<file path="src/rtl/pid_pkg.sv">
// Shared types, constants and the echo-to-distance conversion of the presence/idle detector.
package pid_pkg;

    // Echo samples per poll.
    localparam int SAMPLE_COUNT = 5;
    localparam int MID_IDX      = SAMPLE_COUNT / 2;
    localparam int RANK_W       = $clog2(SAMPLE_COUNT);

    localparam int ECHO_W = 15;
    localparam int DIST_W = 9;
    localparam int TIME_W = 32;
    localparam int CFG_W  = 32;
    localparam int IDX_W  = 3;

    localparam logic [DIST_W-1:0] DIST_MAX = '1;

    // Configuration register indexes.
    localparam logic [IDX_W-1:0] CFG_IDLE_TIMEOUT = 3'd0;
    localparam logic [IDX_W-1:0] CFG_MOTION_HOLD  = 3'd1;
    localparam logic [IDX_W-1:0] CFG_SNOOZE_DUR   = 3'd2;
    localparam logic [IDX_W-1:0] CFG_NEAR_LIMIT   = 3'd3;
    localparam logic [IDX_W-1:0] CFG_FAR_LOW      = 3'd4;
    localparam logic [IDX_W-1:0] CFG_FAR_HIGH     = 3'd5;

    // Register reset values.
    localparam logic [TIME_W-1:0] RST_IDLE_TIMEOUT = 32'd20000;
    localparam logic [TIME_W-1:0] RST_MOTION_HOLD  = 32'd3000;
    localparam logic [TIME_W-1:0] RST_SNOOZE_DUR   = 32'd300000;
    localparam logic [DIST_W-1:0] RST_NEAR_LIMIT   = 9'd10;
    localparam logic [DIST_W-1:0] RST_FAR_LOW      = 9'd30;
    localparam logic [DIST_W-1:0] RST_FAR_HIGH     = 9'd500;

    typedef logic [ECHO_W-1:0] t_echo;
    typedef logic [DIST_W-1:0] t_dist;
    typedef logic [TIME_W-1:0] t_time;

    typedef struct packed {
        t_time idle_timeout_ms;
        t_time motion_hold_ms;
        t_time snooze_duration_ms;
        t_dist near_limit_cm;
        t_dist far_low_cm;
        t_dist far_high_cm;
    } t_cfg;

    // Item after echo conversion.
    typedef struct packed {
        logic                          pir_detect;
        t_dist [SAMPLE_COUNT-1:0]      dist_cm;
        logic                          button_pressed;
        logic                          timer_running;
        logic                          alarm_editing;
        logic                          alarm_beeping;
        t_time                         now_ms;
    } t_conv_item;

    typedef struct packed {
        t_dist distance_cm;
        logic  motion_present;
        logic  motion_started;
        logic  motion_ended;
        logic  idle_mode;
        logic  idle_exited;
        logic  idle_entered;
        logic  snooze_fired;
        t_time snooze_end_ms;
    } t_result;

    // floor(d*17/1000), saturated. The quotient uses the reciprocal 1048/2^20,
    // which lands on the true value or one below; one compare fixes it.
    function automatic t_dist echo_to_cm(input t_echo d);
        logic [19:0] x;
        logic [30:0] p;
        logic [9:0]  q;
        logic [19:0] r;
        x = 20'(d) * 20'd17;
        p = 31'(x) * 31'd1048;
        q = p[29:20];
        r = x - 20'(q) * 20'd1000;
        if (r >= 20'd1000) begin
            q = q + 10'd1;
        end
        if (q > 10'(DIST_MAX)) begin
            q = 10'(DIST_MAX);
        end
        return q[DIST_W-1:0];
    endfunction

endpackage

</file>
<file path="src/rtl/pid_in_if.sv">
// Input item channel of the presence/idle detector.
interface pid_in_if;
    logic            valid;
    logic            ready;
    logic            pir_detect;
    pid_pkg::t_echo  echo_0;
    pid_pkg::t_echo  echo_1;
    pid_pkg::t_echo  echo_2;
    pid_pkg::t_echo  echo_3;
    pid_pkg::t_echo  echo_4;
    logic            button_pressed;
    logic            timer_running;
    logic            alarm_editing;
    logic            alarm_beeping;
    pid_pkg::t_time  now_ms;

    modport source (
        output valid, pir_detect, echo_0, echo_1, echo_2, echo_3, echo_4,
               button_pressed, timer_running, alarm_editing, alarm_beeping, now_ms,
        input  ready
    );
    modport sink (
        input  valid, pir_detect, echo_0, echo_1, echo_2, echo_3, echo_4,
               button_pressed, timer_running, alarm_editing, alarm_beeping, now_ms,
        output ready
    );
endinterface

</file>
<file path="src/rtl/pid_out_if.sv">
// Result item channel of the presence/idle detector.
interface pid_out_if;
    logic            valid;
    logic            ready;
    pid_pkg::t_dist  distance_cm;
    logic            motion_present;
    logic            motion_started;
    logic            motion_ended;
    logic            idle_mode;
    logic            idle_exited;
    logic            idle_entered;
    logic            snooze_fired;
    pid_pkg::t_time  snooze_end_ms;

    modport source (
        output valid, distance_cm, motion_present, motion_started, motion_ended,
               idle_mode, idle_exited, idle_entered, snooze_fired, snooze_end_ms,
        input  ready
    );
    modport sink (
        input  valid, distance_cm, motion_present, motion_started, motion_ended,
               idle_mode, idle_exited, idle_entered, snooze_fired, snooze_end_ms,
        output ready
    );
endinterface

</file>
<file path="src/rtl/pid_front.sv">
// Input register stage and per-sample echo-to-distance conversion.
module pid_front (
    input  logic                i_clk,
    input  logic                i_rst_n,
    pid_in_if.sink              i_item,
    input  logic                i_down_ready,
    output logic                o_down_valid,
    output pid_pkg::t_conv_item o_down_item
);

    logic                                   r_valid;
    logic                                   r_pir;
    pid_pkg::t_echo [pid_pkg::SAMPLE_COUNT-1:0] r_echo;
    logic                                   r_button;
    logic                                   r_running;
    logic                                   r_editing;
    logic                                   r_beeping;
    pid_pkg::t_time                         r_now;
    logic                                   w_take;

    assign i_item.ready = !r_valid || i_down_ready;
    assign w_take       = i_item.valid && i_item.ready;

    always_ff @(posedge i_clk) begin
        if (!i_rst_n) begin
            r_valid <= 1'b0;
        end else if (i_item.ready) begin
            r_valid <= i_item.valid;
        end
    end

    always_ff @(posedge i_clk) begin
        if (w_take) begin
            r_pir     <= i_item.pir_detect;
            r_echo    <= {i_item.echo_4, i_item.echo_3, i_item.echo_2,
                          i_item.echo_1, i_item.echo_0};
            r_button  <= i_item.button_pressed;
            r_running <= i_item.timer_running;
            r_editing <= i_item.alarm_editing;
            r_beeping <= i_item.alarm_beeping;
            r_now     <= i_item.now_ms;
        end
    end

    // Convert each sample independently.
    always_comb begin
        o_down_item.pir_detect     = r_pir;
        o_down_item.button_pressed = r_button;
        o_down_item.timer_running  = r_running;
        o_down_item.alarm_editing  = r_editing;
        o_down_item.alarm_beeping  = r_beeping;
        o_down_item.now_ms         = r_now;
        for (int i = 0; i < pid_pkg::SAMPLE_COUNT; i++) begin
            o_down_item.dist_cm[i] = pid_pkg::echo_to_cm(r_echo[i]);
        end
    end

    assign o_down_valid = r_valid;

endmodule

</file>
<file path="src/rtl/pid_median.sv">
// Median of the converted distances by rank counting.
module pid_median (
    input  pid_pkg::t_dist [pid_pkg::SAMPLE_COUNT-1:0] i_dist,
    output pid_pkg::t_dist                              o_median
);

    logic [pid_pkg::RANK_W:0] w_rank [pid_pkg::SAMPLE_COUNT];

    // Rank = number of samples that sort before this one; ties break by position,
    // so every rank is unique and exactly one sample holds the middle rank.
    always_comb begin
        for (int i = 0; i < pid_pkg::SAMPLE_COUNT; i++) begin
            w_rank[i] = '0;
            for (int j = 0; j < pid_pkg::SAMPLE_COUNT; j++) begin
                if ((i_dist[j] < i_dist[i]) || ((i_dist[j] == i_dist[i]) && (j < i))) begin
                    w_rank[i] = w_rank[i] + 1'b1;
                end
            end
        end
    end

    always_comb begin
        o_median = '0;
        for (int i = 0; i < pid_pkg::SAMPLE_COUNT; i++) begin
            if (w_rank[i] == (pid_pkg::RANK_W + 1)'(pid_pkg::MID_IDX)) begin
                o_median = o_median | i_dist[i];
            end
        end
    end

endmodule

</file>
<file path="src/rtl/pid_back.sv">
// Distance register, median, presence/idle state update and result register.
module pid_back (
    input  logic                i_clk,
    input  logic                i_rst_n,
    input  pid_pkg::t_cfg       i_cfg,
    input  logic                i_up_valid,
    input  pid_pkg::t_conv_item i_up_item,
    output logic                o_up_ready,
    pid_out_if.source           o_result
);

    logic                r_b_valid;
    pid_pkg::t_conv_item r_b;
    logic                r_o_valid;
    pid_pkg::t_result    r_res;
    pid_pkg::t_result    n_res;

    logic                r_presence;
    pid_pkg::t_time      r_last_motion;
    logic                r_idle;
    logic                n_presence;
    pid_pkg::t_time      n_last_motion;
    logic                n_idle;

    pid_pkg::t_dist      w_dist;
    logic                w_out_adv;
    logic                w_b_fire;
    logic                w_act;
    logic                w_window;

    assign w_out_adv  = !r_o_valid || o_result.ready;
    assign o_up_ready = !r_b_valid || w_out_adv;
    assign w_b_fire   = r_b_valid && w_out_adv;

    always_ff @(posedge i_clk) begin
        if (!i_rst_n) begin
            r_b_valid <= 1'b0;
        end else if (o_up_ready) begin
            r_b_valid <= i_up_valid;
        end
    end

    always_ff @(posedge i_clk) begin
        if (o_up_ready && i_up_valid) begin
            r_b <= i_up_item;
        end
    end

    pid_median u_median (
        .i_dist   (r_b.dist_cm),
        .o_median (w_dist)
    );

    always_comb begin
        n_res         = '0;
        n_presence    = r_presence;
        n_last_motion = r_last_motion;
        n_idle        = r_idle;

        n_res.distance_cm = w_dist;

        // Near motion while beeping snoozes the alarm.
        if (r_b.alarm_beeping && r_b.pir_detect && (w_dist != '0)
            && (w_dist < i_cfg.near_limit_cm)) begin
            n_res.snooze_fired  = 1'b1;
            n_res.snooze_end_ms = r_b.now_ms + i_cfg.snooze_duration_ms;
        end

        w_act = r_b.button_pressed || r_b.timer_running || r_b.alarm_editing;
        if (w_act) begin
            n_last_motion = r_b.now_ms;
            if (n_idle) begin
                n_idle            = 1'b0;
                n_res.idle_exited = 1'b1;
            end
        end

        w_window = r_b.pir_detect && (w_dist > i_cfg.far_low_cm)
                   && (w_dist < i_cfg.far_high_cm);
        if (w_window) begin
            if (!n_presence) begin
                n_presence           = 1'b1;
                n_res.motion_started = 1'b1;
            end
            n_last_motion = r_b.now_ms;
            if (n_idle) begin
                n_idle            = 1'b0;
                n_res.idle_exited = 1'b1;
            end
        end else if (n_presence
                     && ((r_b.now_ms - n_last_motion) > i_cfg.motion_hold_ms)) begin
            n_presence         = 1'b0;
            n_res.motion_ended = 1'b1;
        end

        if (!n_idle && ((r_b.now_ms - n_last_motion) > i_cfg.idle_timeout_ms)) begin
            n_idle             = 1'b1;
            n_res.idle_entered = 1'b1;
        end

        n_res.motion_present = n_presence;
        n_res.idle_mode      = n_idle;
    end

    // Commit state only when the item moves into the result register.
    always_ff @(posedge i_clk) begin
        if (!i_rst_n) begin
            r_o_valid     <= 1'b0;
            r_presence    <= 1'b0;
            r_last_motion <= '0;
            r_idle        <= 1'b0;
        end else begin
            if (w_out_adv) begin
                r_o_valid <= r_b_valid;
            end
            if (w_b_fire) begin
                r_presence    <= n_presence;
                r_last_motion <= n_last_motion;
                r_idle        <= n_idle;
            end
        end
    end

    always_ff @(posedge i_clk) begin
        if (w_b_fire) begin
            r_res <= n_res;
        end
    end

    assign o_result.valid          = r_o_valid;
    assign o_result.distance_cm    = r_res.distance_cm;
    assign o_result.motion_present = r_res.motion_present;
    assign o_result.motion_started = r_res.motion_started;
    assign o_result.motion_ended   = r_res.motion_ended;
    assign o_result.idle_mode      = r_res.idle_mode;
    assign o_result.idle_exited    = r_res.idle_exited;
    assign o_result.idle_entered   = r_res.idle_entered;
    assign o_result.snooze_fired   = r_res.snooze_fired;
    assign o_result.snooze_end_ms  = r_res.snooze_end_ms;

`ifndef NO_ASSERTIONS
    a_state_follows_result: assert property (@(posedge i_clk) disable iff (!i_rst_n)
        w_b_fire |=> (r_presence == r_res.motion_present) && (r_idle == r_res.idle_mode))
        else $error("committed state differs from reported flags");

    a_started_present: assert property (@(posedge i_clk) disable iff (!i_rst_n)
        (r_o_valid && r_res.motion_started) |-> r_res.motion_present)
        else $error("motion started without presence");

    a_ended_absent: assert property (@(posedge i_clk) disable iff (!i_rst_n)
        (r_o_valid && r_res.motion_ended) |-> !r_res.motion_present)
        else $error("motion ended while presence held");

    a_no_exit_and_enter: assert property (@(posedge i_clk) disable iff (!i_rst_n)
        r_o_valid |-> !(r_res.idle_exited && r_res.idle_entered))
        else $error("idle left and entered on one item");

    a_snooze_end_zero: assert property (@(posedge i_clk) disable iff (!i_rst_n)
        (r_o_valid && !r_res.snooze_fired) |-> (r_res.snooze_end_ms == '0))
        else $error("snooze end set without snooze");
`endif

endmodule

</file>
<file path="src/rtl/presence_idle_detector_unit.sv">
// Top level of the presence/idle detector: configuration registers and the two pipeline stages.
//
// Each input item is one sensor poll: a motion-sensor bit, five ultrasonic echo widths in
// microseconds, button and clock activity flags and a wrapping millisecond timestamp. Every
// echo becomes floor(d*17/1000) cm (saturated at 511) and the median of the five is the
// distance. The block then snoozes a beeping alarm on near motion, refreshes the last-motion
// time on activity or windowed motion, holds the presence flag for motion_hold_ms, and enters
// idle mode after idle_timeout_ms of inactivity; all time differences wrap at 32 bits. One
// result item comes out for every input item, in order. Throughput is one item per clock
// while the result side is ready; after the accepting edge the item is held by the input
// register, then the distance register, then the result register, which offers it. The
// rate is set by the result stage, where the presence, last-motion and idle state is read
// and rewritten for each item. The result register decouples the sides: a new item is
// taken while a finished result waits, as long as an earlier register is free. Write
// configuration through i_cfg_we/i_cfg_idx/i_cfg_data only while no item is in
// flight; indexes 0..5 select idle timeout, motion hold, snooze duration, near limit, far
// low and far high bounds, other indexes are ignored. Narrow registers keep the low bits.
module presence_idle_detector_unit (
    input  logic                        i_clk,
    input  logic                        i_rst_n,
    input  logic                        i_cfg_we,
    input  logic [pid_pkg::IDX_W-1:0]   i_cfg_idx,
    input  logic [pid_pkg::CFG_W-1:0]   i_cfg_data,
    pid_in_if.sink                      i_item,
    pid_out_if.source                   o_result
);

    pid_pkg::t_cfg       r_cfg;
    logic                w_mid_valid;
    logic                w_mid_ready;
    pid_pkg::t_conv_item w_mid_item;

    // Configuration registers: decode index, keep the low bits of narrow ones.
    always_ff @(posedge i_clk) begin
        if (!i_rst_n) begin
            r_cfg.idle_timeout_ms    <= pid_pkg::RST_IDLE_TIMEOUT;
            r_cfg.motion_hold_ms     <= pid_pkg::RST_MOTION_HOLD;
            r_cfg.snooze_duration_ms <= pid_pkg::RST_SNOOZE_DUR;
            r_cfg.near_limit_cm      <= pid_pkg::RST_NEAR_LIMIT;
            r_cfg.far_low_cm         <= pid_pkg::RST_FAR_LOW;
            r_cfg.far_high_cm        <= pid_pkg::RST_FAR_HIGH;
        end else if (i_cfg_we) begin
            case (i_cfg_idx)
                pid_pkg::CFG_IDLE_TIMEOUT: begin
                    r_cfg.idle_timeout_ms <= i_cfg_data;
                end
                pid_pkg::CFG_MOTION_HOLD: begin
                    r_cfg.motion_hold_ms <= i_cfg_data;
                end
                pid_pkg::CFG_SNOOZE_DUR: begin
                    r_cfg.snooze_duration_ms <= i_cfg_data;
                end
                pid_pkg::CFG_NEAR_LIMIT: begin
                    r_cfg.near_limit_cm <= i_cfg_data[pid_pkg::DIST_W-1:0];
                end
                pid_pkg::CFG_FAR_LOW: begin
                    r_cfg.far_low_cm <= i_cfg_data[pid_pkg::DIST_W-1:0];
                end
                pid_pkg::CFG_FAR_HIGH: begin
                    r_cfg.far_high_cm <= i_cfg_data[pid_pkg::DIST_W-1:0];
                end
                default: begin
                    // drop writes to unused indexes
                end
            endcase
        end
    end

    // Stage one: register the poll, convert echoes.
    pid_front u_front (
        .i_clk        (i_clk),
        .i_rst_n      (i_rst_n),
        .i_item       (i_item),
        .i_down_ready (w_mid_ready),
        .o_down_valid (w_mid_valid),
        .o_down_item  (w_mid_item)
    );

    // Stage two: hold distances, take the median, advance state, register the result.
    pid_back u_back (
        .i_clk      (i_clk),
        .i_rst_n    (i_rst_n),
        .i_cfg      (r_cfg),
        .i_up_valid (w_mid_valid),
        .i_up_item  (w_mid_item),
        .o_up_ready (w_mid_ready),
        .o_result   (o_result)
    );

endmodule
</file>
<file path="src/flat_wrapper.sv">
// flat-port wrapper written by rule: the top's interface ports become plain ports
module presence_idle_detector_unit_flat 
  (i_clk, i_rst_n, i_cfg_we, i_cfg_idx, i_cfg_data, i_item_valid, i_item_pir_detect, i_item_echo_0, i_item_echo_1, i_item_echo_2, i_item_echo_3, i_item_echo_4, i_item_button_pressed, i_item_timer_running, i_item_alarm_editing, i_item_alarm_beeping, i_item_now_ms, i_item_ready, o_result_valid, o_result_distance_cm, o_result_motion_present, o_result_motion_started, o_result_motion_ended, o_result_idle_mode, o_result_idle_exited, o_result_idle_entered, o_result_snooze_fired, o_result_snooze_end_ms, o_result_ready);
  pid_in_if i_item_i ();
  pid_out_if o_result_i ();
  input  logic i_clk;
  input  logic i_rst_n;
  input  logic i_cfg_we;
  input  logic [pid_pkg::IDX_W-1:0] i_cfg_idx;
  input  logic [pid_pkg::CFG_W-1:0] i_cfg_data;
  input wire logic [$bits(i_item_i.valid)-1:0] i_item_valid;
  input wire logic [$bits(i_item_i.pir_detect)-1:0] i_item_pir_detect;
  input wire logic [$bits(i_item_i.echo_0)-1:0] i_item_echo_0;
  input wire logic [$bits(i_item_i.echo_1)-1:0] i_item_echo_1;
  input wire logic [$bits(i_item_i.echo_2)-1:0] i_item_echo_2;
  input wire logic [$bits(i_item_i.echo_3)-1:0] i_item_echo_3;
  input wire logic [$bits(i_item_i.echo_4)-1:0] i_item_echo_4;
  input wire logic [$bits(i_item_i.button_pressed)-1:0] i_item_button_pressed;
  input wire logic [$bits(i_item_i.timer_running)-1:0] i_item_timer_running;
  input wire logic [$bits(i_item_i.alarm_editing)-1:0] i_item_alarm_editing;
  input wire logic [$bits(i_item_i.alarm_beeping)-1:0] i_item_alarm_beeping;
  input wire logic [$bits(i_item_i.now_ms)-1:0] i_item_now_ms;
  output wire logic [$bits(i_item_i.ready)-1:0] i_item_ready;
  output wire logic [$bits(o_result_i.valid)-1:0] o_result_valid;
  output wire logic [$bits(o_result_i.distance_cm)-1:0] o_result_distance_cm;
  output wire logic [$bits(o_result_i.motion_present)-1:0] o_result_motion_present;
  output wire logic [$bits(o_result_i.motion_started)-1:0] o_result_motion_started;
  output wire logic [$bits(o_result_i.motion_ended)-1:0] o_result_motion_ended;
  output wire logic [$bits(o_result_i.idle_mode)-1:0] o_result_idle_mode;
  output wire logic [$bits(o_result_i.idle_exited)-1:0] o_result_idle_exited;
  output wire logic [$bits(o_result_i.idle_entered)-1:0] o_result_idle_entered;
  output wire logic [$bits(o_result_i.snooze_fired)-1:0] o_result_snooze_fired;
  output wire logic [$bits(o_result_i.snooze_end_ms)-1:0] o_result_snooze_end_ms;
  input wire logic [$bits(o_result_i.ready)-1:0] o_result_ready;
  assign i_item_i.valid = i_item_valid;
  assign i_item_i.pir_detect = i_item_pir_detect;
  assign i_item_i.echo_0 = i_item_echo_0;
  assign i_item_i.echo_1 = i_item_echo_1;
  assign i_item_i.echo_2 = i_item_echo_2;
  assign i_item_i.echo_3 = i_item_echo_3;
  assign i_item_i.echo_4 = i_item_echo_4;
  assign i_item_i.button_pressed = i_item_button_pressed;
  assign i_item_i.timer_running = i_item_timer_running;
  assign i_item_i.alarm_editing = i_item_alarm_editing;
  assign i_item_i.alarm_beeping = i_item_alarm_beeping;
  assign i_item_i.now_ms = i_item_now_ms;
  assign i_item_ready = i_item_i.ready;
  assign o_result_valid = o_result_i.valid;
  assign o_result_distance_cm = o_result_i.distance_cm;
  assign o_result_motion_present = o_result_i.motion_present;
  assign o_result_motion_started = o_result_i.motion_started;
  assign o_result_motion_ended = o_result_i.motion_ended;
  assign o_result_idle_mode = o_result_i.idle_mode;
  assign o_result_idle_exited = o_result_i.idle_exited;
  assign o_result_idle_entered = o_result_i.idle_entered;
  assign o_result_snooze_fired = o_result_i.snooze_fired;
  assign o_result_snooze_end_ms = o_result_i.snooze_end_ms;
  assign o_result_i.ready = o_result_ready;
  presence_idle_detector_unit u_core (.i_clk(i_clk), .i_rst_n(i_rst_n), .i_cfg_we(i_cfg_we), .i_cfg_idx(i_cfg_idx), .i_cfg_data(i_cfg_data), .i_item(i_item_i), .o_result(o_result_i));
endmodule
</file>
<file path="config.mk">
export PLATFORM = sky130hd
export DESIGN_NAME = presence_idle_detector_unit_flat
export DESIGN_NICKNAME = d
export VERILOG_FILES = /design/src/rtl/pid_pkg.sv /design/src/rtl/pid_in_if.sv /design/src/rtl/pid_out_if.sv /design/src/rtl/pid_front.sv /design/src/rtl/pid_median.sv /design/src/rtl/pid_back.sv /design/src/rtl/presence_idle_detector_unit.sv /design/src/flat_wrapper.sv
export SDC_FILE = /design/constraint.sdc
export NUM_CORES = 2
export LEC_CHECK = 0
export BUFFER_PORTS_ARGS = -buffer_cell sky130_fd_sc_hd__clkbuf_2
export CELL_PAD_IN_SITES_DETAIL_PLACEMENT = 0
export CELL_PAD_IN_SITES_GLOBAL_PLACEMENT = 1
export CORE_ASPECT_RATIO = 1.4
export CORE_MARGIN = 2
export CORE_UTILIZATION = 50
export DETAILED_ROUTE_END_ITERATION = 8
export PLACE_DENSITY_LB_ADDON = 0.05
export SETUP_SLACK_MARGIN = 0.05
export SLEW_MARGIN = 20
export SYNTH_ARGS = -nofsm -noshare
export SYNTH_HDL_FRONTEND = slang
export SYNTH_SLANG_ARGS = --single-unit
</file>
<file path="constraint.sdc">
create_clock -name i_clk -period 17.7 [get_ports i_clk]
set_input_delay 2.655 -clock i_clk [delete_from_list [all_inputs] [get_ports i_clk]]
set_output_delay 2.655 -clock i_clk [all_outputs]
set_load 0.005 [all_outputs]
</file>
==> out/results.ini <==
[sta]
rsz0062_at_grt = no
setup_ws_ns = 3.90
slew_viol_final = 0
fmax_mhz = 72.5
finalSetupViolations = 0
max_slew_margin_pct = 25.2
setup_tns_ns = 0
period_share_pct = 78.0
fin_crit_ns = 13.80
hold_viol = 0
clock_skew_ns = 0.0273
worstMarginPinSlew_ns = 1.12

[routing]
wl_per_cell_um = 18.3
firstDrtPassIters = 6
drtAntennaViolNets = 0
first_iter_violations = 1528
drc = 0
finalWirelength_um = 127000
vias = 38414
via_per_inst = 5.55

[critical_path]
cp-end-kind = register
crit_top_cell = ha_1
crit_arrival_ns = 14.14
crit_slowest_cell = xnor2_1
reg2reg_depth = 53
path_class = reg -> reg
worstPathMaxFanout = 10
crit_required_ns = 18.04
slowest_delay_ns = 0.68
startpoint_type = register

[clock_tree]
root_buffer = clkbuf_16
post_cts_buffers = 0
cts-resized-gates = 0
holdBufCountCts = 0
clk_path_buf_depth = 3
ctsHtreeMaxLevel = 2
cts_tree = yes
cts_sinks = 402
clk_pin_slew_ns = 0.06
clock_latency_ns = 0.62
cts_made_buffers = 46

[cells_and_area]
final_nets = 6981
diodes = 0
syn2layout_area_growth_pct = 8.33
design_area_um2 = 51800
fin_util_pct = 54.5
layout-drive-gt1-share_pct = 6.42
n_fill_cell = 9132

[worst_hold_path]
hold-path-cell-count = 0
hp-class = reg -> reg

[yosys]
synth_mux_area_share_pct = 1.16
synth_edf_count = 242
synth.most_common_cell = ha_1
synth_cells = 5467
synth_compound_area_share_pct = 15.7
synth-seq-area-share_pct = 21.9
ys_warn_count = 0
syn_area_per_cell_um2 = 8.74
synth-async-reset-ratio_pct = 0
synth_top_area_share_pct = 25.2
synthAdderAreaFrac_pct = 33.7
synthTopCellsByCount = ha_1, inv_1, nand2_1, a21oi_1, nor2_1
yosys.area_share.simple_pct = 14.2
synth-xor-area-share_pct = 6.10
synth_flop_cell = edfxtp_1
synth_area_leader_cell = ha_1
syn_area_um2 = 47800
synth-seq-cells = 402
ys_types = 98
synth_top_family_by_area = adder cells
synth_area_leaders = ha_1, edfxtp_1, fa_1
synth_nets = 6784

[die]
rows = 134
initial_core_util_pct = 50.3
die_w_um = 265
io-pin-count = 202
die_area_um2 = 98100
fp.dieH_um = 370
core_um2 = 95100

[placement]
dp_hpwl_um = 105000
placed_area_um2 = 50300
place_congestion = 0.899
post-place-ws_ns = 3.91
io_buffers = 201

[outcome]
status = finished clean

[grt]
met2_usage_pct = 51.4
overflow = 0
grt_use_met3_pct = 2.40
grt_pass1_wl_um = 202000
grt_max_degree = 78
grt_usage_pct = 25.9
antenna_found_initial = 1
grt_use_met1_pct = 27.6
grt_pass1_vias = 38711
grt.busiest_layer = met2

[job]
drv_cap = 0

==> registers in the layout, indices dropped and copies added (netlist names), 9 cells and up <==
signal and cells:
u_core.r_cfg 123, u_core.u_back.o_result.distance_cm 9, u_core.u_back.o_result.snooze_end_ms 32, u_core.u_back.r_b 82, u_core.u_back.r_last_motion 32, u_core.u_front.r_echo 75, u_core.u_front.r_now 32
==> cell usage in the layout (no fill, tap or decap), types with 32 or more instances in the layout <==
master	netlist	final
a21o_1	132	132
a21oi_1	380	380
and3_1	37	37
buf_4	2	32
clkbuf_16	0	46
clkbuf_2	0	200
dfxtp_1	160	160
edfxtp_1	242	242
fa_1	203	203
ha_1	962	962
inv_1	827	827
mux2i_1	52	52
nand2_1	507	507
nand2b_1	82	82
nand3_1	145	145
nand4_1	57	57
nor2_1	270	269
nor2b_1	84	83
nor3_1	84	81
o211ai_1	46	46
o21a_1	86	86
o21ai_0	267	267
o21bai_1	36	36
xnor2_1	214	214
xor2_1	119	119
==> metal layers <==
| metal | up-vias | share of wire [%] |
|---|---|---|
| met5 | - | 0 |
| met4 | 0 | 4.4 |
| met3 | 222 | 3.1 |
| met2 | 664 | 54 |
| met1 | 18158 | 38 |
| li1 | 19370 | - |
==> critical path, delay by kind of cell (launching register included) <==
family	cells	cell delay, ns
flip-flops	1	0.44
adder cells (fa/ha/maj)	12	4.75
buffers and inverters	6	0.56
AND/OR/NAND/NOR	12	2.39
AO/OA/AOI/OAI	19	3.72
XOR/XNOR	4	1.65
==> kinds of logic (layout without fill, tap and decap cells) <==
group,Yosys count,after routing
adder cells (fa/ha/maj),1166,1166
AO/OA/AOI/OAI,1183,1183
AND/OR/NAND/NOR,1416,1416
XOR/XNOR,333,333
flip-flops,402,402
multiplexers,55,55
buffers and inverters,912,1146
==> area by class of cell <==
type                    instances  area (µm²)  share of cell area (%)
clock buffers                  54        1180                    2.28
clock inverters                31         278                   0.537
inverters                     828        3110                    6.00
multi-input cells            4153       33900                    65.5
flip-flops and latches        402       10500                    20.2
well taps                    1224        1530                    2.96
repair buffers                233        1270                    2.45
==> per-stage QoR <==
step	std cells	hold slack, ns
floorplan	5467	0.400
global placement	6839	0.403
detailed placement	6840	0.406
CTS	6925	0.419
global route	6925	0.423
finish	6925	0.417
==> path summary, 6_finish.rpt <==
kind                                                 from                     to  slack (ns)
worst max-delay path            u_core.u_front.r_echo[62]  u_core.u_back.r_b[72]        3.90
worst min register to register   u_core.u_front.r_now[11]  u_core.u_back.r_b[11]        0.42
worst max register to register  u_core.u_front.r_echo[62]  u_core.u_back.r_b[72]        3.90
worst min-delay path             u_core.u_front.r_now[11]  u_core.u_back.r_b[11]        0.42
Power is left out: the tool's default activity adds up to more than one toggle a clock period on the data nets, which glitch-free logic cannot reach.
